`src/sv/ptt_pkg.sv`:
```
// Shared types and byte constants for the properties text tokenizer.
package ptt_pkg;

  localparam logic       CmdByte  = 1'b0;
  localparam logic       CmdEnd   = 1'b1;

  localparam logic [7:0] ChHash   = 8'h23;
  localparam logic [7:0] ChEq     = 8'h3D;
  localparam logic [7:0] ChDot    = 8'h2E;
  localparam logic [7:0] ChUnder  = 8'h5F;
  localparam logic [7:0] ChNl     = 8'h0A;
  localparam logic [7:0] ChBslash = 8'h5C;
  localparam logic [7:0] ChSpace  = 8'h20;

  typedef struct packed {
    logic is_key;
    logic is_space;
    logic is_dot;
    logic is_eq;
    logic is_hash;
    logic is_nl;
    logic is_bslash;
  } class_t;

  typedef struct packed {
    logic [7:0] out_byte;
    logic       byte_valid;
    logic       in_key;
    logic       key_start;
    logic       key_part_end;
    logic       key_end;
    logic       value_end;
    logic       parse_error;
  } res_t;

endpackage

```
`src/sv/ptt_classify.sv`:
```
// Byte classifier: key characters, whitespace and delimiters.
module ptt_classify (
  input  logic [7:0]          byte_i,
  output ptt_pkg::class_t     cls_o
);

  always_comb begin
    cls_o           = '0;
    cls_o.is_key    = (byte_i inside {[8'h61:8'h7A], [8'h41:8'h5A], [8'h30:8'h39]}) ||
                      (byte_i == ptt_pkg::ChUnder);
    cls_o.is_space  = byte_i inside {[8'd9:8'd13], ptt_pkg::ChSpace};
    cls_o.is_dot    = (byte_i == ptt_pkg::ChDot);
    cls_o.is_eq     = (byte_i == ptt_pkg::ChEq);
    cls_o.is_hash   = (byte_i == ptt_pkg::ChHash);
    cls_o.is_nl     = (byte_i == ptt_pkg::ChNl);
    cls_o.is_bslash = (byte_i == ptt_pkg::ChBslash);
  end

endmodule

```
`src/sv/ptt_fsm.sv`:
```
// Parser state machine: mode, value-nonempty and sticky error, plus result decode.
module ptt_fsm (
  input  logic            clk_i,
  input  logic            rst_ni,
  input  logic            step_i,
  input  logic            cmd_i,
  input  logic [7:0]      byte_i,
  input  ptt_pkg::class_t cls_i,
  output ptt_pkg::res_t   res_o
);

  typedef enum logic [2:0] {
    ModeLine    = 3'd0,
    ModeKey     = 3'd1,
    ModeKeySp   = 3'd2,
    ModeValue   = 3'd3,
    ModeEsc     = 3'd4,
    ModeComment = 3'd5
  } mode_e;

  mode_e mode_q, mode_d;
  logic  nonempty_q, nonempty_d;
  logic  err_q, err_d;
  logic  bad;
  ptt_pkg::res_t res;

  always_comb begin
    res        = '0;
    mode_d     = mode_q;
    nonempty_d = nonempty_q;
    err_d      = err_q;
    bad        = 1'b0;
    if (!err_q) begin
      if (cmd_i == ptt_pkg::CmdEnd) begin
        if (mode_q == ModeValue || mode_q == ModeEsc) begin
          res.value_end = 1'b1;
        end else if (mode_q == ModeKey || mode_q == ModeKeySp) begin
          bad = 1'b1;
        end
        if (!bad) begin
          mode_d     = ModeLine;
          nonempty_d = 1'b0;
        end
      end else begin
        case (mode_q)
          ModeKey: begin
            if (cls_i.is_dot) begin
              res.key_part_end = 1'b1;
              res.out_byte     = byte_i;
              res.byte_valid   = 1'b1;
              res.in_key       = 1'b1;
            end else if (cls_i.is_key) begin
              res.out_byte   = byte_i;
              res.byte_valid = 1'b1;
              res.in_key     = 1'b1;
            end else if (cls_i.is_space) begin
              res.key_part_end = 1'b1;
              res.key_end      = 1'b1;
              mode_d           = ModeKeySp;
            end else if (cls_i.is_eq) begin
              res.key_part_end = 1'b1;
              res.key_end      = 1'b1;
              mode_d           = ModeValue;
              nonempty_d       = 1'b0;
            end else begin
              bad = 1'b1;
            end
          end
          ModeKeySp: begin
            if (cls_i.is_eq) begin
              mode_d     = ModeValue;
              nonempty_d = 1'b0;
            end else if (!cls_i.is_space) begin
              bad = 1'b1;
            end
          end
          ModeValue: begin
            if (cls_i.is_nl) begin
              res.value_end = 1'b1;
              mode_d        = ModeLine;
              nonempty_d    = 1'b0;
            end else if (cls_i.is_bslash) begin
              mode_d = ModeEsc;
            end else if (nonempty_q || !cls_i.is_space) begin
              res.out_byte   = byte_i;
              res.byte_valid = 1'b1;
              nonempty_d     = 1'b1;
            end
          end
          ModeEsc: begin
            res.out_byte   = byte_i;
            res.byte_valid = 1'b1;
            nonempty_d     = 1'b1;
            mode_d         = ModeValue;
          end
          ModeComment: begin
            if (cls_i.is_nl) begin
              mode_d = ModeLine;
            end
          end
          default: begin
            if (cls_i.is_hash) begin
              mode_d = ModeComment;
            end else if (cls_i.is_key) begin
              res.out_byte   = byte_i;
              res.byte_valid = 1'b1;
              res.in_key     = 1'b1;
              res.key_start  = 1'b1;
              mode_d         = ModeKey;
            end else if (!cls_i.is_space) begin
              bad = 1'b1;
            end
          end
        endcase
      end
      if (bad) begin
        res        = '0;
        err_d      = 1'b1;
        mode_d     = mode_q;
        nonempty_d = nonempty_q;
      end
    end
    res.parse_error = err_d;
    res_o           = res;
  end

  always_ff @(posedge clk_i or negedge rst_ni) begin
    if (!rst_ni) begin
      mode_q     <= ModeLine;
      nonempty_q <= 1'b0;
      err_q      <= 1'b0;
    end else if (step_i) begin
      mode_q     <= mode_d;
      nonempty_q <= nonempty_d;
      err_q      <= err_d;
    end
  end

endmodule

```
`src/sv/properties_text_tokenizer.sv`:
```
// Top level of the properties text tokenizer: input register, parser, result register.
// A request is held in the input register, passes the parser and is then registered in the result register.
// Throughput: one request per cycle while out_stall_i is low; the parser state updates once per request.
// The input stall follows the output stall only when both stages hold requests.
// Reset (rst_ni low, asynchronous) empties both stages and returns the parser to
// line start with the error flag clear.
module properties_text_tokenizer (
  input  logic       clk_i,
  input  logic       rst_ni,
  input  logic       in_valid_i,
  output logic       in_stall_o,
  input  logic       cmd_i,
  input  logic [7:0] text_byte_i,
  output logic       out_valid_o,
  input  logic       out_stall_i,
  output logic [7:0] out_byte_o,
  output logic       byte_valid_o,
  output logic       in_key_o,
  output logic       key_start_o,
  output logic       key_part_end_o,
  output logic       key_end_o,
  output logic       value_end_o,
  output logic       parse_error_o
);

  logic            in_vld_q;
  logic            cmd_q;
  logic [7:0]      byte_q;
  logic            out_vld_q;
  ptt_pkg::res_t   res_q;
  ptt_pkg::res_t   res;
  ptt_pkg::class_t cls;
  logic            out_free;
  logic            step;
  logic            in_take;

  assign out_free   = !out_vld_q || !out_stall_i;
  assign step       = in_vld_q && out_free;
  assign in_stall_o = in_vld_q && !out_free;
  assign in_take    = in_valid_i && !in_stall_o;

  ptt_classify u_classify (
    .byte_i (byte_q),
    .cls_o  (cls)
  );

  ptt_fsm u_fsm (
    .clk_i  (clk_i),
    .rst_ni (rst_ni),
    .step_i (step),
    .cmd_i  (cmd_q),
    .byte_i (byte_q),
    .cls_i  (cls),
    .res_o  (res)
  );

  always_ff @(posedge clk_i or negedge rst_ni) begin
    if (!rst_ni) begin
      in_vld_q  <= 1'b0;
      out_vld_q <= 1'b0;
    end else begin
      if (in_take) begin
        in_vld_q <= 1'b1;
      end else if (step) begin
        in_vld_q <= 1'b0;
      end
      if (out_free) begin
        out_vld_q <= step;
      end
    end
  end

  always_ff @(posedge clk_i) begin
    if (in_take) begin
      cmd_q  <= cmd_i;
      byte_q <= text_byte_i;
    end
    if (step) begin
      res_q <= res;
    end
  end

  assign out_valid_o    = out_vld_q;
  assign out_byte_o     = res_q.out_byte;
  assign byte_valid_o   = res_q.byte_valid;
  assign in_key_o       = res_q.in_key;
  assign key_start_o    = res_q.key_start;
  assign key_part_end_o = res_q.key_part_end;
  assign key_end_o      = res_q.key_end;
  assign value_end_o    = res_q.value_end;
  assign parse_error_o  = res_q.parse_error;

endmodule

```
`config.mk`:
```
export PLATFORM = sky130hd
export DESIGN_NAME = properties_text_tokenizer
export DESIGN_NICKNAME = d
export VERILOG_FILES = /design/src/sv/ptt_pkg.sv /design/src/sv/ptt_classify.sv /design/src/sv/ptt_fsm.sv /design/src/sv/properties_text_tokenizer.sv
export SDC_FILE = /design/constraint.sdc
export NUM_CORES = 1
export LEC_CHECK = 0
export BUFFER_PORTS_ARGS = -buffer_cell sky130_fd_sc_hd__buf_2
export CAP_MARGIN = 20
export CORE_ASPECT_RATIO = 1.25
export CORE_MARGIN = 3
export CORE_UTILIZATION = 40
export DETAILED_ROUTE_END_ITERATION = 10
export GPL_TIMING_DRIVEN = 0
export MAX_ROUTING_LAYER = met4
export PLACE_DENSITY = 0.58
export SYNTH_ARGS = -nofsm -noshare
export SYNTH_HDL_FRONTEND = slang
export SYNTH_SLANG_ARGS = --single-unit
```
`constraint.sdc`:
```
create_clock -name clk_i -period 7.9 [get_ports clk_i]
set_clock_uncertainty 0.2 [all_clocks]
set_input_delay 0.79 -clock clk_i [delete_from_list [all_inputs] [get_ports clk_i]]
set_output_delay 0.79 -clock clk_i [all_outputs]
set_load 0.03 [all_outputs]
```
Yosys cells after proc, flatten, opt, wreduce, memory -nomap -nowiden
Index checks and enable logic that the tools add are counted.
{"block": "word_totals", "input_bits": 13, "output_inout_bits": 17, "word_cells": 136, "register_bits": 31}
{"block": "classes", "n_mux": 58, "n_eq_ne": 20, "reduce_logical": 32, "order_cmp": 8, "n_bitwise": 3}
{"operator": "one-hot mux 9 bit (4 select lines)", "count": 1}
{"operator": "2-to-1 mux 3 bit", "count": 11}
{"operator": "== test 8 x 6 -> 1 bit, second input constant", "count": 4}
{"operator": "2-to-1 mux 1 bit", "count": 32}
{"operator": "2-to-1 mux 9 bit", "count": 3}
{"operator": "2-to-1 mux 11 bit", "count": 2}
{"operator": "2-to-1 mux 10 bit", "count": 2}
{"operator": "== test 8 x 7 -> 1 bit, second input constant", "count": 2}
{"operator": "greater-or-equal comparator 8 x 7 -> 1 bit, second input constant", "count": 2}
{"operator": "less-or-equal comparator 8 x 7 -> 1 bit, second input constant", "count": 2}
{"operator": "one-hot mux 3 bit (5 select lines)", "count": 1}
{"operator": "!= test 3 bit, second input constant", "count": 4}
{"operator": "!= test 4 bit, second input constant", "count": 3}
{"operator": "AND reduction 10 bit", "count": 1}
{"operator": "AND reduction 9 bit", "count": 1}
{"operator": "OR reduction 9 bit", "count": 1}
{"operator": "== test 8 x 4 -> 1 bit, second input constant", "count": 1}
{"operator": "greater-or-equal comparator 8 x 4 -> 1 bit, second input constant", "count": 1}
{"operator": "greater-or-equal comparator 8 x 6 -> 1 bit, second input constant", "count": 1}
{"operator": "less-or-equal comparator 8 x 4 -> 1 bit, second input constant", "count": 1}
{"operator": "less-or-equal comparator 8 x 6 -> 1 bit, second input constant", "count": 1}
{"operator": "nonzero test 8 bit", "count": 1}
{"operator": "OR reduction 4 bit", "count": 2}
{"operator": "logical AND 1 bit", "count": 7}
{"operator": "other kinds (17)", "count": 34}

Depth between registers and ports, before layout
Gate-level depths: netlist of run 1.
{"block": "depth", "word_depth": 11, "ltp_mapped": 9, "depth_no_buf": 7}

Hierarchy
A second synthesis of run 1 with hierarchy kept.
{"block": "unflattened", "cells_unflattened": 153, "area_unflattened_um2": 1697.9}
{"module": "properties_text_tokenizer", "n_inst": 1, "seq_area_each_um2": 770.7, "area_per_inst_um2": 813.3, "cells_each": 32}
{"module": "ptt_fsm", "n_inst": 1, "seq_area_each_um2": 125.1, "area_per_inst_um2": 693.2, "cells_each": 89}
{"module": "ptt_classify", "n_inst": 1, "seq_area_each_um2": 0.0, "area_per_inst_um2": 191.4, "cells_each": 32}

Least setup slack after synthesis of run 1
No wires, ideal clock.
{"block": "synth_timing", "path_kind": "register to register", "startpoint": "register byte_q[4]", "endpoint": "register u_fsm.mode_q[1]", "arrival_ps": 2340, "setup_slack_ps": 5236, "t_required_ps": 7576, "stages_incl_launch_ff": 9, "period_less_slack_ps": 2664, "setup_ps": 124, "path_buffers": 1, "path_cell_list": "edfxtp_1 -> or4_4 -> a211oi_2 -> o41a_2 -> a21boi_1 -> a221oi_2 -> buf_6 -> or2_4 -> a211o_1"}
{"block": "synth_between", "elab_chain_len": 11, "elab_cells_between_ends": 48, "classes_between": "order compare (8); eq/ne (11); mux (19); bitwise (1); reduce/logical (9)"}
{"element": "start: declaration", "line": "properties_text_tokenizer.sv:28", "rtl": "logic [7:0] byte_q;"}
{"element": "start signal: assignment", "line": "properties_text_tokenizer.sv:76", "rtl": "byte_q <= text_byte_i;"}
{"element": "greater-or-equal comparator 8 x 4 -> 1 bit (tied with other cells)", "line": "ptt_classify.sv:11", "rtl": "cls_o.is_space = byte_i inside {[8'd9:8'd13], ptt_pkg::ChSpace};"}
{"element": "logical AND 1 bit (on tied branches)", "line": "ptt_classify.sv:11, ptt_classify.sv:9"}
{"element": "nonzero test 2 bit / nonzero test 3 bit (equally long branches)", "line": "ptt_classify.sv:11, ptt_classify.sv:9"}
{"element": "2-to-1 mux 1 bit (tied with other cells)", "line": "ptt_fsm.sv:73, ptt_fsm.sv:110"}
{"element": "2-to-1 mux 1 bit (on tied branches)", "line": "ptt_fsm.sv:104, ptt_fsm.sv:52"}
{"element": "2-to-1 mux 1 bit (on tied branches)", "line": "ptt_fsm.sv:102, ptt_fsm.sv:47"}
{"element": "one-hot mux 1 bit (3 select lines)", "line": "ptt_fsm.sv:45", "rtl": "case (mode_q)"}
{"element": "2-to-1 mux 1 bit", "line": "ptt_fsm.sv:34", "rtl": "if (cmd_i == ptt_pkg::CmdEnd) begin"}
{"element": "2-to-1 mux 1 bit", "line": "ptt_fsm.sv:33", "rtl": "if (!err_q) begin"}
{"element": "inverter 1 bit (no source line)"}
{"element": "AND reduction 9 bit (no source line)"}
{"element": "end signal: assignment", "line": "ptt_fsm.sv:129", "rtl": "mode_q <= ModeLine;"}
{"element": "end signal: assignment", "line": "ptt_fsm.sv:133", "rtl": "mode_q <= mode_d;"}
{"element": "end: declaration", "line": "ptt_fsm.sv:21", "rtl": "mode_e mode_q, mode_d;"}
Parallel ways exist; a longest one is shown, timed or not. The select of a mux whose other input is x is not followed.
A chain may end at the register's enable or synchronous reset.

Final worst setup path of run 1
{"block": "layout_timing", "startpoint": "register byte_q[0]", "endpoint": "register u_fsm.mode_q[1]"}
The elaborated chain is that of the path after synthesis.

==> results of run 1 <==
-- area by class of cell --
cell class,count,area share
sequential,31,0.437
multi-input combinational,113,0.349
timing repair buffer,29,0.0708
clock buffer,6,0.0403
tap,56,0.0342
buffer,8,0.0281
inverter,13,0.0238
clock inverter,2,0.0171
-- metal layers --
| layer | GRT usage | vias up |
|---|---|---|
| li1 | - | 680 |
| met1 | 0.201 | 669 |
| met2 | 0.292 | 36 |
| met3 | 0.0255 | 5 |
| met4 | 0.0698 | 0 |
| met5 | - | - |
-- placed cells by master, fill, tap and decap left out, types with 3 or more instances in the layout --
| cell type | instances |
|---|---|
| buf_2 | 30 |
| clkbuf_8 | 6 |
| clkbuf_1 | 3 |
| o31ai_1 | 3 |
| nor3b_1 | 3 |
| a21oi_1 | 5 |
| nor2_1 | 24 |
| or3_1 | 3 |
| nand2b_1 | 5 |
| dfrtp_1 | 7 |
| edfxtp_1 | 24 |
| nand2_1 | 10 |
| nor3_1 | 5 |
| a211oi_1 | 3 |
| nor4_1 | 6 |
| buf_6 | 3 |
| nand3_1 | 3 |
| o21ai_0 | 5 |
| inv_1 | 13 |
-- worst paths after layout --
check,from,end,slack (ns),cells past startpoint
min,rst_ni,u_fsm.mode_q[1],0.13,1
max in group asynchronous,rst_ni,in_vld_q,7.20,1
min in group clk_i,in_vld_q,out_valid_o,0.29,1
min reg2reg,in_vld_q,out_valid_o,0.29,1
max reg2reg,byte_q[0],u_fsm.mode_q[1],4.98,8
max,byte_q[0],u_fsm.mode_q[1],4.98,8
-- registers in the layout (all words and copies together), names as in the netlist --
register / cells
u_fsm.err_q: 1
value_end_o: 1
in_key_o: 1
key_end_o: 1
key_start_o: 1
u_fsm.nonempty_q: 1
cmd_q: 1
out_byte_o: 8
byte_valid_o: 1
out_valid_o: 1
parse_error_o: 1
byte_q: 8
in_vld_q: 1
u_fsm.mode_q: 3
key_part_end_o: 1
-- report_power, final --
group          internal (W)  switching [W]  total [W]  leakage [nW]
registers          0.000185     0.00000481   0.000190         0.314
clock network      0.000102      0.0000601   0.000162        0.0612
logic             0.0000115      0.0000281  0.0000396         0.436
total              0.000299      0.0000930   0.000392         0.811
-- cells by family (layout without fill, tap and decap cells) --
logic type | after synthesis | count (layout) | share of synthesized area
simple gates | 74 | 74 | 0.232
compound gates | 35 | 35 | 0.161
flops | 31 | 31 | 0.521
buf+inv | 21 | 58 | 0.0619
mux | 2 | 2 | 0.0131
fa+ha+maj | 1 | 1 | 0.00583
xor+xnor | 1 | 1 | 0.00510
-- stage by stage --
stage          hold WS (ns)  std cells   util  instance area (um2)
3_3_place_gp          0.276        250  0.472                 1930
6_report              0.129        258  0.500                 2050
2_1_floorplan         0.256        165      -                 1720
5_1_grt               0.136        258  0.500                 2050
3_5_place_dp          0.286        250  0.472                 1930
4_1_cts               0.137        258  0.500                 2050
==> impl_metrics.csv, run 1 <==
group,metric,value,unit
routing,routed_via_density,5.39,
worst_setup_path,cpMaxStageDelayCell,"o41a_2",
timing,grt_setup_unrepaired,"no",
synth,yosys_most_used_dff,"edfxtp_1",
routing,num_vias,1390,
pwr,power.density,191,nW/um2
min_path,hp-class,"primary input to async pin",
synth,synth.avg_cell_area,10.4,um2
synth,synth_edf_count,24,
layout,diodes,0,
pwr,fin_total_pwr,0.000392,W
cts,ctsHtreeMaxLevel,2,
timing,period_share,0.369,
cts,clk_pin_slew,0.07,ns
pwr,ir_drop,0.0922,mV
cts,root_buffer,"clkbuf_8",
cts,postCtsSetupBuffers,0,
timing,worst-slew-pin-transition,0.612,ns
routing,highest_layer,"met4",
layout,nets,214,
worst_setup_path,slowest_delay,0.53,ns
timing,max_freq,343,MHz
synth,synthDistinctLibCells,50,
cts,cts_resized,0,
routing,wl_met3,171,um
synth,synth_top_cell_area_share,0.420,
synth,ys_seq_area_frac,0.521,
synth,synth_commonest_cells,"24 x edfxtp_1, 24 x nor2_1, 13 x inv_1, 10 x nand2_1, 7 x dfrtp_1",
layout,multi_input_area,716,um2
routing,drtIter0Drc,65,
cts,cts_buffers,5,
timing,finalSetupTns,0,ns
cts,tritoncts,"built",
synth,synth_nets,178,
pwr,p_leak,0.811,nW
worst_setup_path,end_kind,"register",
global_route,grtUsageTotal,0.171,
worst_setup_path,crit_chain,"or3_1 -> o2111a_1 -> o41a_2 -> a21boi_1 -> a221oi_2 -> buf_6 -> o31ai_1 -> a211o_1",
layout,syn_to_final_growth,19.4,%
routing,drt-total-wl,3770,um
routing,first_pass_iters,4,
cts,ctsHoldBuffers,0,
placed_design,hpwl,2860,um
timing,finalHoldViolCount,0,
die,die_y,79.3,um
global_route,grt_pass1_vias,1384,
timing,slew_violations,0,
worst_setup_path,cp_max_fo,10,
routing,route.met2.wl,1930,um
worst_setup_path,cp.required,7.88,ns
worst_setup_path,critPathArrivalTime,2.89,ns
synth,yosys.area.top_type,"edfxtp_1",
synth,synthArstFlopShare,0.226,
global_route,grt_max_degree,17,
die,coreArea,4100,um2
synth,yosysWarnings,0,
synth,synth_area_leaders,"edfxtp_1 42%, dfrtp_1 10%, nor2_1 5.2%",
synth,synthCells,165,
die,io-pin-count,30,
placed_design,port_buffers,29,
cts,clock_latency,0.29,ns
worst_setup_path,cp_num_buf_inv,1,
timing,slew_headroom,0.588,
routing,drc,0,
layout,fill_cells,410,
global_route,grt_pass1_wl,6560,um
die,chipWidth,64.6,um
layout,regArea,896,um2
run,drv.max_cap_violation_count,0,
worst_setup_path,critPathTopFamily,"compound AO/OA/AOI/OAI gates",
worst_setup_path,criticalPathCategory,"register to register",
routing,wl_met1,1620,um
placed_design,place_ws,4.99,ns
routing,drtAntennaViolNets,0,
worst_setup_path,start_kind,"register",
die,initial_utilization,0.419,
layout,final_layout_size_suffix_gt1_frac,0.277,
placed_design,gp_congestion,0.882,
routing,post_drt_wl_per_cell,14.6,um
timing,setup_violations,0,
status,outcome,"finished, final reports clean",
synth,ys_ff_latch,31,
global_route,antenna_found_initial,0,
cts,cts_max_path_buffers,2,
global_route,overflow,0,
timing,layout_setup_ws,4.98,ns
timing,fin_crit,2.92,ns
die,dieArea,5120,um2
synth,synth_area,1720,um2
die,rows,26,
cts,cts_sinks,31,
Power figures use the tool's default switching activity.
==> run 2: changes to the inputs <==
--- a/config.mk
+++ b/config.mk
@@ -13,7 +13,7 @@
 export DETAILED_ROUTE_END_ITERATION = 10
 export GPL_TIMING_DRIVEN = 0
 export MAX_ROUTING_LAYER = met4
-export PLACE_DENSITY = 0.58
+export PLACE_DENSITY = 0.61
 export SYNTH_ARGS = -nofsm -noshare
 export SYNTH_HDL_FRONTEND = slang
 export SYNTH_SLANG_ARGS = --single-unit
==> constraint.sdc (replaced) <==
create_clock -name clk_i -period 2.4 [get_ports clk_i]
set_clock_uncertainty 0.2 [all_clocks]
set_input_delay 0.24 -clock clk_i [delete_from_list [all_inputs] [get_ports clk_i]]
set_output_delay 0.24 -clock clk_i [all_outputs]
set_load 0.03 [all_outputs]
==> run 2 against run 1 <==
Against the previous run:
- the run now ends with negative setup slack left
- sequential power rose to 3.3 times the previous value
- flip-flop and latch count did not move
- via count rose by 8.9%
- combinational power rose to 4.9 times the previous value
- fmax rose by 3.7%
- largest power group unchanged
- die area did not move
- wire length rose by 18%
- register-to-register slack got worse by 5.4 ns
- non-clock buffer count rose by 36
- cell area rose by 24%
- critical path depth rose by 1
==> impl_metrics.csv, run 2 (synthesis results as in run 1) <==
group,metric,value,unit
timing,setup_violations,18,
layout,final_layout_size_suffix_gt1_frac,0.433,
cts,tritoncts,"built",
worst_setup_path,critPathTopFamily,"compound AO/OA/AOI/OAI gates",
worst_setup_path,reg2reg_from,"byte_q[0]",
pwr,fin_total_pwr,0.00121,W
global_route,grt_pass1_vias,1514,
cts,clock_latency,0.28,ns
timing,holdWs,0.00996,ns
worst_setup_path,path_common_cell,"buf_6",
worst_setup_path,start_kind,"register",
placed_design,hpwl,2750,um
layout,layout_common_cells,"29 x buf_2, 24 x edfxtp_1, 22 x buf_4",
die,chipWidth,64.6,um
status,outcome,"finished, violations left",
layout,syn_to_final_growth,48.4,%
global_route,grt_max_degree,17,
die,dieArea,5120,um2
worst_setup_path,r2r_cells,9,
layout,final_common_cell,"buf_2",
layout,diodes,0,
status,violations,"negative setup slack",
worst_setup_path,cp_num_buf_inv,2,
min_path,holdCritStartpoint,"out_stall_i",
placed_design,gp_congestion,0.839,
worst_setup_path,criticalPathCategory,"register to register",
routing,drtAntennaViolNets,0,
cts,cts_max_path_buffers,2,
cts,cts_buffers,5,
timing,fin_crit,2.81,ns
worst_setup_path,path_depth,9,
placed_design,port_buffers,29,
pwr,ir_drop,0.370,mV
timing,worst-slew-pin-transition,0.622,ns
timing,finalSetupTns,-3.43,ns
routing,post_drt_wl_per_cell,15.1,um
routing,num_vias,1514,
layout,nets,250,
worst_setup_path,reg2reg_slack,-0.41,ns
pwr,power.density,474,nW/um2
min_path,holdPathStages,3,
layout,fill_cells,349,
die,rows,26,
worst_setup_path,end_kind,"register",
die,die_y,79.3,um
global_route,grtUsageTotal,0.186,
worst_setup_path,cp_max_fo,7,
global_route,grt_pass1_wl,7110,um
die,initial_utilization,0.419,
routing,drc,0,
timing,slew_violations,0,
worst_setup_path,cpMaxStageDelayCell,"or4_4",
worst_setup_path,critPathArrivalTime,2.78,ns
min_path,hp-class,"primary input to register",
timing,period_share,1.17,
cts,root_buffer,"clkbuf_8",
worst_setup_path,cp.required,2.37,ns
routing,drt-total-wl,4430,um
worst_setup_path,crit_chain,"buf_6 -> or4_4 -> a211oi_4 -> o41a_4 -> a21boi_4 -> a221oi_4 -> buf_6 -> or2_4 -> a211o_1",
global_route,grt_util_met3,0.0424,
die,io-pin-count,30,
layout,utilization,0.622,
die,coreArea,4100,um2
run,drv.max_cap_violation_count,0,
global_route,antenna_found_initial,0,
cts,ctsHtreeMaxLevel,2,
worst_setup_path,reg2reg_to,"u_fsm.mode_q[1]",
global_route,overflow,0,
pwr,p_leak,0.980,nW
timing,max_freq,356,MHz
global_route,grt.busiest_layer,"met2",
worst_setup_path,worstSetupStartpoint,"byte_q[0]",
routing,drtIter0Drc,135,
worst_setup_path,slowest_delay,0.45,ns
routing,first_pass_iters,4,
timing,grt_setup_unrepaired,"yes",
timing,layout_setup_ws,-0.412,ns
timing,slew_headroom,0.586,
global_route,grt_use_met1,0.217,
cts,clk_pin_slew,0.07,ns
global_route,met2_usage,0.314,
routing,routed_via_density,5.15,
timing,finalHoldViolCount,0,
min_path,hold_end,"out_valid_o",
cts,cts_sinks,31,
run 2: changes by cell type in the layout (fill, tap and decap cells not counted), sizes merged:
cell	previous run	this run
buf	34	59
bufinv	1	0
clkinvlp	0	1
dlygate4sd3	0	11
run 2: area by class of cell:
class,instances,area [um2],area share
Inverter,13,48.8,0.0191
Multi-Input combinational cell,113,923,0.362
Buffer,7,57.6,0.0226
Clock buffer,6,72.6,0.0285
Clock inverter,2,12.5,0.00491
Sequential cell,31,896,0.351
Tap cell,56,70.1,0.0275
Timing Repair Buffer,66,469,0.184
run 2: where the power goes:
group	switching (W)	leakage (nW)	total, W	internal (W)
combinational	0.000121	0.625	0.000194	0.0000723
sequential	0.0000116	0.314	0.000622	0.000610
clock	0.000192	0.0412	0.000394	0.000202
total	0.000325	0.980	0.00121	0.000885
run 2: repair_timing:
action,4_1_cts,5_1_grt
setup buffers,19,8
endpoints found under the hold margin,17,0
pin swaps,13,8
hold buffers,11,0
endpoints found under the setup margin,19,19
resized for setup,20,27
run 2: worst register-to-register path, delay by kind of cell (launching register included):
family | cells | cell delay [ns]
flops | 1 | 0.44
buf+inv | 2 | 0.31
simple gates | 2 | 0.71
compound gates | 5 | 1.05
run 2: worst max path at each step:
stage / slack [ns] / to
6_report: -0.41 / u_fsm.mode_q[1]
3_3_place_gp: -0.53 / u_fsm.mode_q[1]
2_1_floorplan: -0.24 / u_fsm.mode_q[1]
4_1_cts: -0.37 / u_fsm.mode_q[1]
5_1_grt: -0.47 / u_fsm.mode_q[1]
3_5_place_dp: -0.54 / u_fsm.mode_q[1]
run 2: through the flow:
step | setup WS [ns] | cells | area [um2]
3_3_place_gp | -0.535 | 250 | 1940
5_1_grt | -0.471 | 294 | 2550
4_1_cts | -0.369 | 288 | 2390
2_1_floorplan | -0.238 | 165 | 1720
6_report | -0.412 | 294 | 2550
3_5_place_dp | -0.535 | 250 | 1940
run 2: layer usage:
layer	vias to the layer above	share of wire
met4	0	0.024
li1	743	-
met5	-	0
met1	713	0.42
met3	10	0.043
met2	48	0.51
==> run 3: changes to the inputs <==
--- a/config.mk
+++ b/config.mk
@@ -5,6 +5,7 @@
 export SDC_FILE = /design/constraint.sdc
 export NUM_CORES = 1
 export LEC_CHECK = 0
+export ABC_AREA = 1
 export BUFFER_PORTS_ARGS = -buffer_cell sky130_fd_sc_hd__buf_2
 export CAP_MARGIN = 20
 export CORE_ASPECT_RATIO = 1.25
@@ -13,7 +14,8 @@
 export DETAILED_ROUTE_END_ITERATION = 10
 export GPL_TIMING_DRIVEN = 0
 export MAX_ROUTING_LAYER = met4
-export PLACE_DENSITY = 0.61
+export PLACE_DENSITY = 0.6
 export SYNTH_ARGS = -nofsm -noshare
 export SYNTH_HDL_FRONTEND = slang
+export SYNTH_HIERARCHICAL = 1
 export SYNTH_SLANG_ARGS = --single-unit
==> run 3 against run 2 <==
Against the previous run:
- the run now ends clean
- utilization down 6.7 points
- highest routed layer unchanged
- synthesized cell count increased by 28%
- largest power group unchanged
- global-route usage decreased by 3.0 points
- critical endpoint is now parse_error_o
- die area increased by 5.1%
==> impl_metrics.csv, run 3 <==
group,metric,value,unit
worst_setup_path,criticalPathCategory,"register to register",
cts,cts_sinks,31,
placed_design,port_buffers,29,
routing,post_drt_wl_per_cell,11.4,um
worst_setup_path,start_kind,"register",
pwr,p_leak,1.08,nW
cts,clock_latency,0.28,ns
routing,drt-total-wl,3710,um
pwr,seq_power_share,0.523,
timing,worst-slew-pin-transition,0.555,ns
die,io-pin-count,30,
run,drv.max_cap_violation_count,0,
routing,routed_via_density,4.79,
worst_setup_path,cp_max_fo,4,
pwr,switching_share,0.270,
placed_design,dpl_cell_area,2030,um2
placed_design,place_inst,297,
synth,yosysWarnings,6,
layout,fill_cells,393,
cts,clk_pin_slew,0.06,ns
pwr,pwr-share-clk,0.327,
routing,num_vias,1557,
timing,slew_headroom,0.629,
synth,ys_ff_latch,31,
pwr,power.density,512,nW/um2
worst_setup_path,cp.required,2.24,ns
placed_design,gp_congestion,0.974,
synth,synth_area,1810,um2
worst_setup_path,r2r_cells,12,
routing,drtIter0Drc,108,
global_route,antenna_found_initial,0,
global_route,grt_max_degree,18,
die,dieArea,5380,um2
pwr,power.internal,0.000877,W
layout,diodes,0,
pwr,ir_drop,0.300,mV
synth,yosys_most_used_dff,"edfxtp_1",
worst_setup_path,reg2reg_to,"parse_error_o",
synth,synth_top_cell_area_share,0.397,
placed_design,hpwl,2660,um
status,outcome,"finished, final reports clean",
layout,final_common_cell,"nand2_1",
global_route,grt_pass1_wl,6040,um
global_route,overflow,0,
synth,synthCells,212,
timing,period_share,0.933,
layout,syn_to_final_growth,29.4,%
synth,synth_area_leaders,"edfxtp_1 40%, nand2_1 10%, dfrtp_1 9.7%",
synth,synthDistinctLibCells,31,
timing,fin_crit,2.24,ns
cts,cts_max_path_buffers,2,
cts,root_buffer,"clkbuf_8",
layout,final_cell_area,2350,um2
worst_setup_path,reg2reg_from,"byte_q[1]",
min_path,hp-class,"primary input to async pin",
worst_setup_path,end_kind,"register",
cts,ctsHtreeMaxLevel,2,
routing,drtAntennaViolNets,0,
pwr,combPwrFrac,0.151,
synth,ys_seq_area_frac,0.494,
global_route,grtUsageTotal,0.157,
routing,drc,0,
synth,synth_edf_count,24,
die,chipWidth,66.2,um
synth,synth_nets,225,
worst_setup_path,critPathArrivalTime,2.08,ns
timing,slew_violations,0,
layout,final_cells,325,
die,rows,26,
layout,layout_common_cells,"48 x nand2_1, 32 x inv_1, 29 x buf_2, 29 x nor2_1, 24 x edfxtp_1",
timing,finalSetupTns,0,ns
pwr,power.switching,0.000324,W
layout,nets,281,
timing,max_freq,446,MHz
global_route,grt_pass1_vias,1364,
layout,utilization,0.555,
layout,final_layout_size_suffix_gt1_frac,0.301,
die,initial_utilization,0.429,
synth,yosys.area.top_type,"edfxtp_1",
timing,setup_violations,0,
synth,synth_commonest_cells,"50 x nand2_1, 32 x inv_1, 32 x nor2_1, 24 x edfxtp_1, 9 x nand3_1",
routing,first_pass_iters,4,
synth,synthArstFlopShare,0.226,
worst_setup_path,reg2reg_slack,0.16,ns
synth,synth.avg_cell_area,8.56,um2
synth,yosysMostFrequentCell,"nand2_1",
cts,cts_buffers,5,
cts,tritoncts,"built",
die,coreArea,4230,um2
die,die_y,81.3,um
timing,finalHoldViolCount,0,
run 3: cell types whose count changed after synthesis, sizes merged, moves of 3 or more:
| cell | before | now |
|---|---|---|
| nand2 | 10 | 53 |
| inv | 13 | 38 |
| nand3 | 3 | 16 |
| nor2 | 24 | 35 |
| nand2b | 5 | 0 |
| o21ai | 5 | 10 |
| a211oi | 4 | 0 |
| or2b | 4 | 0 |
| clkbuf | 3 | 0 |
| nor3 | 5 | 2 |
| nor3b | 3 | 0 |
| o31ai | 3 | 0 |
| or3 | 3 | 0 |
run 3: power by group through the flow:
stage | combinational (W) | sequential [W] | clock (W)
after floorplan | 0.0000734 | 0.000666 | 0
after global placement | 0.000146 | 0.000638 | 0
after detailed placement | 0.000146 | 0.000639 | 0
after CTS | 0.000161 | 0.000627 | 0.000407
after global routing | 0.000199 | 0.000630 | 0.000441
final | 0.000181 | 0.000628 | 0.000393
run 3: worst max-delay path by stage:
stage                     start              end  slack [ns]  cells after the start
global route          byte_q[4]    out_byte_o[3]        -0.1                      8
CTS                 out_stall_i  u_fsm/mode_q[0]        0.03                      8
floorplan           out_valid_o  u_fsm/mode_q[2]        0.07                      6
finish                byte_q[1]    parse_error_o        0.16                     12
global placement    out_valid_o  u_fsm/mode_q[2]       -0.27                      6
detailed placement    byte_q[6]    parse_error_o        0.07                     11
run 3: what timing repair did:
action                                  in CTS  in global routing
endpoints found under the setup margin       0                 14
hold endpoints to repair                    18                  0
setup buffers                                0                  8
resized for setup                            0                 12
hold buffers                                12                  0
run 3: per-layer routing:
metal | wire (um) | vias to the layer above | GRT usage
met5 | 0 | - | -
met1 | 1600 | 687 | 0.183
met4 | 91 | 0 | 0.106
met3 | 254 | 9 | 0.0332
met2 | 1770 | 64 | 0.240
li1 | - | 797 | -
run 3: cell type report:
cell class / count / area (um2) / area share
well taps: 56 / 70.1 / 0.0299
clock inverters: 2 / 12.5 / 0.00533
inverters: 38 / 153 / 0.0650
multi-input cells: 138 / 769 / 0.328
clock buffers: 6 / 72.6 / 0.0309
flip-flops and latches: 31 / 896 / 0.382
plain buffers: 5 / 48.8 / 0.0208
repair buffers: 49 / 325 / 0.139
run 3: logic make-up (layout without fill, tap and decap cells):
group | Yosys count | after routing | share of synthesized area
xor+xnor | 1 | 1 | 0.00483
compound gates | 21 | 21 | 0.0772
simple gates | 116 | 116 | 0.313
flops | 31 | 31 | 0.494
buf+inv | 43 | 100 | 0.111
run 3: critical path: stages, from the launching register on:
cell and delay (ns):
edfxtp_1 0.45, buf_4 0.19, inv_1 0.12, nand3_1 0.13
nor3_4 0.18, nor2_1 0.11, nand2_1 0.07, nor2_1 0.04
nand2_1 0.08, nand3_2 0.10, nand2_2 0.08, nand2_1 0.10
buf_4 0.14
run 3: per-stage QoR:
| step | total power [W] | hold WS [ns] | setup WS [ns] |
|---|---|---|---|
| floorplan | 0.000739 | -0.256 | 0.0719 |
| global placement | 0.000783 | -0.116 | -0.272 |
| detailed placement | 0.000785 | -0.119 | 0.0693 |
| CTS | 0.00120 | 0.104 | 0.0325 |
| global route | 0.00127 | 0.128 | -0.0952 |
| finish | 0.00120 | 0.104 | 0.160 |
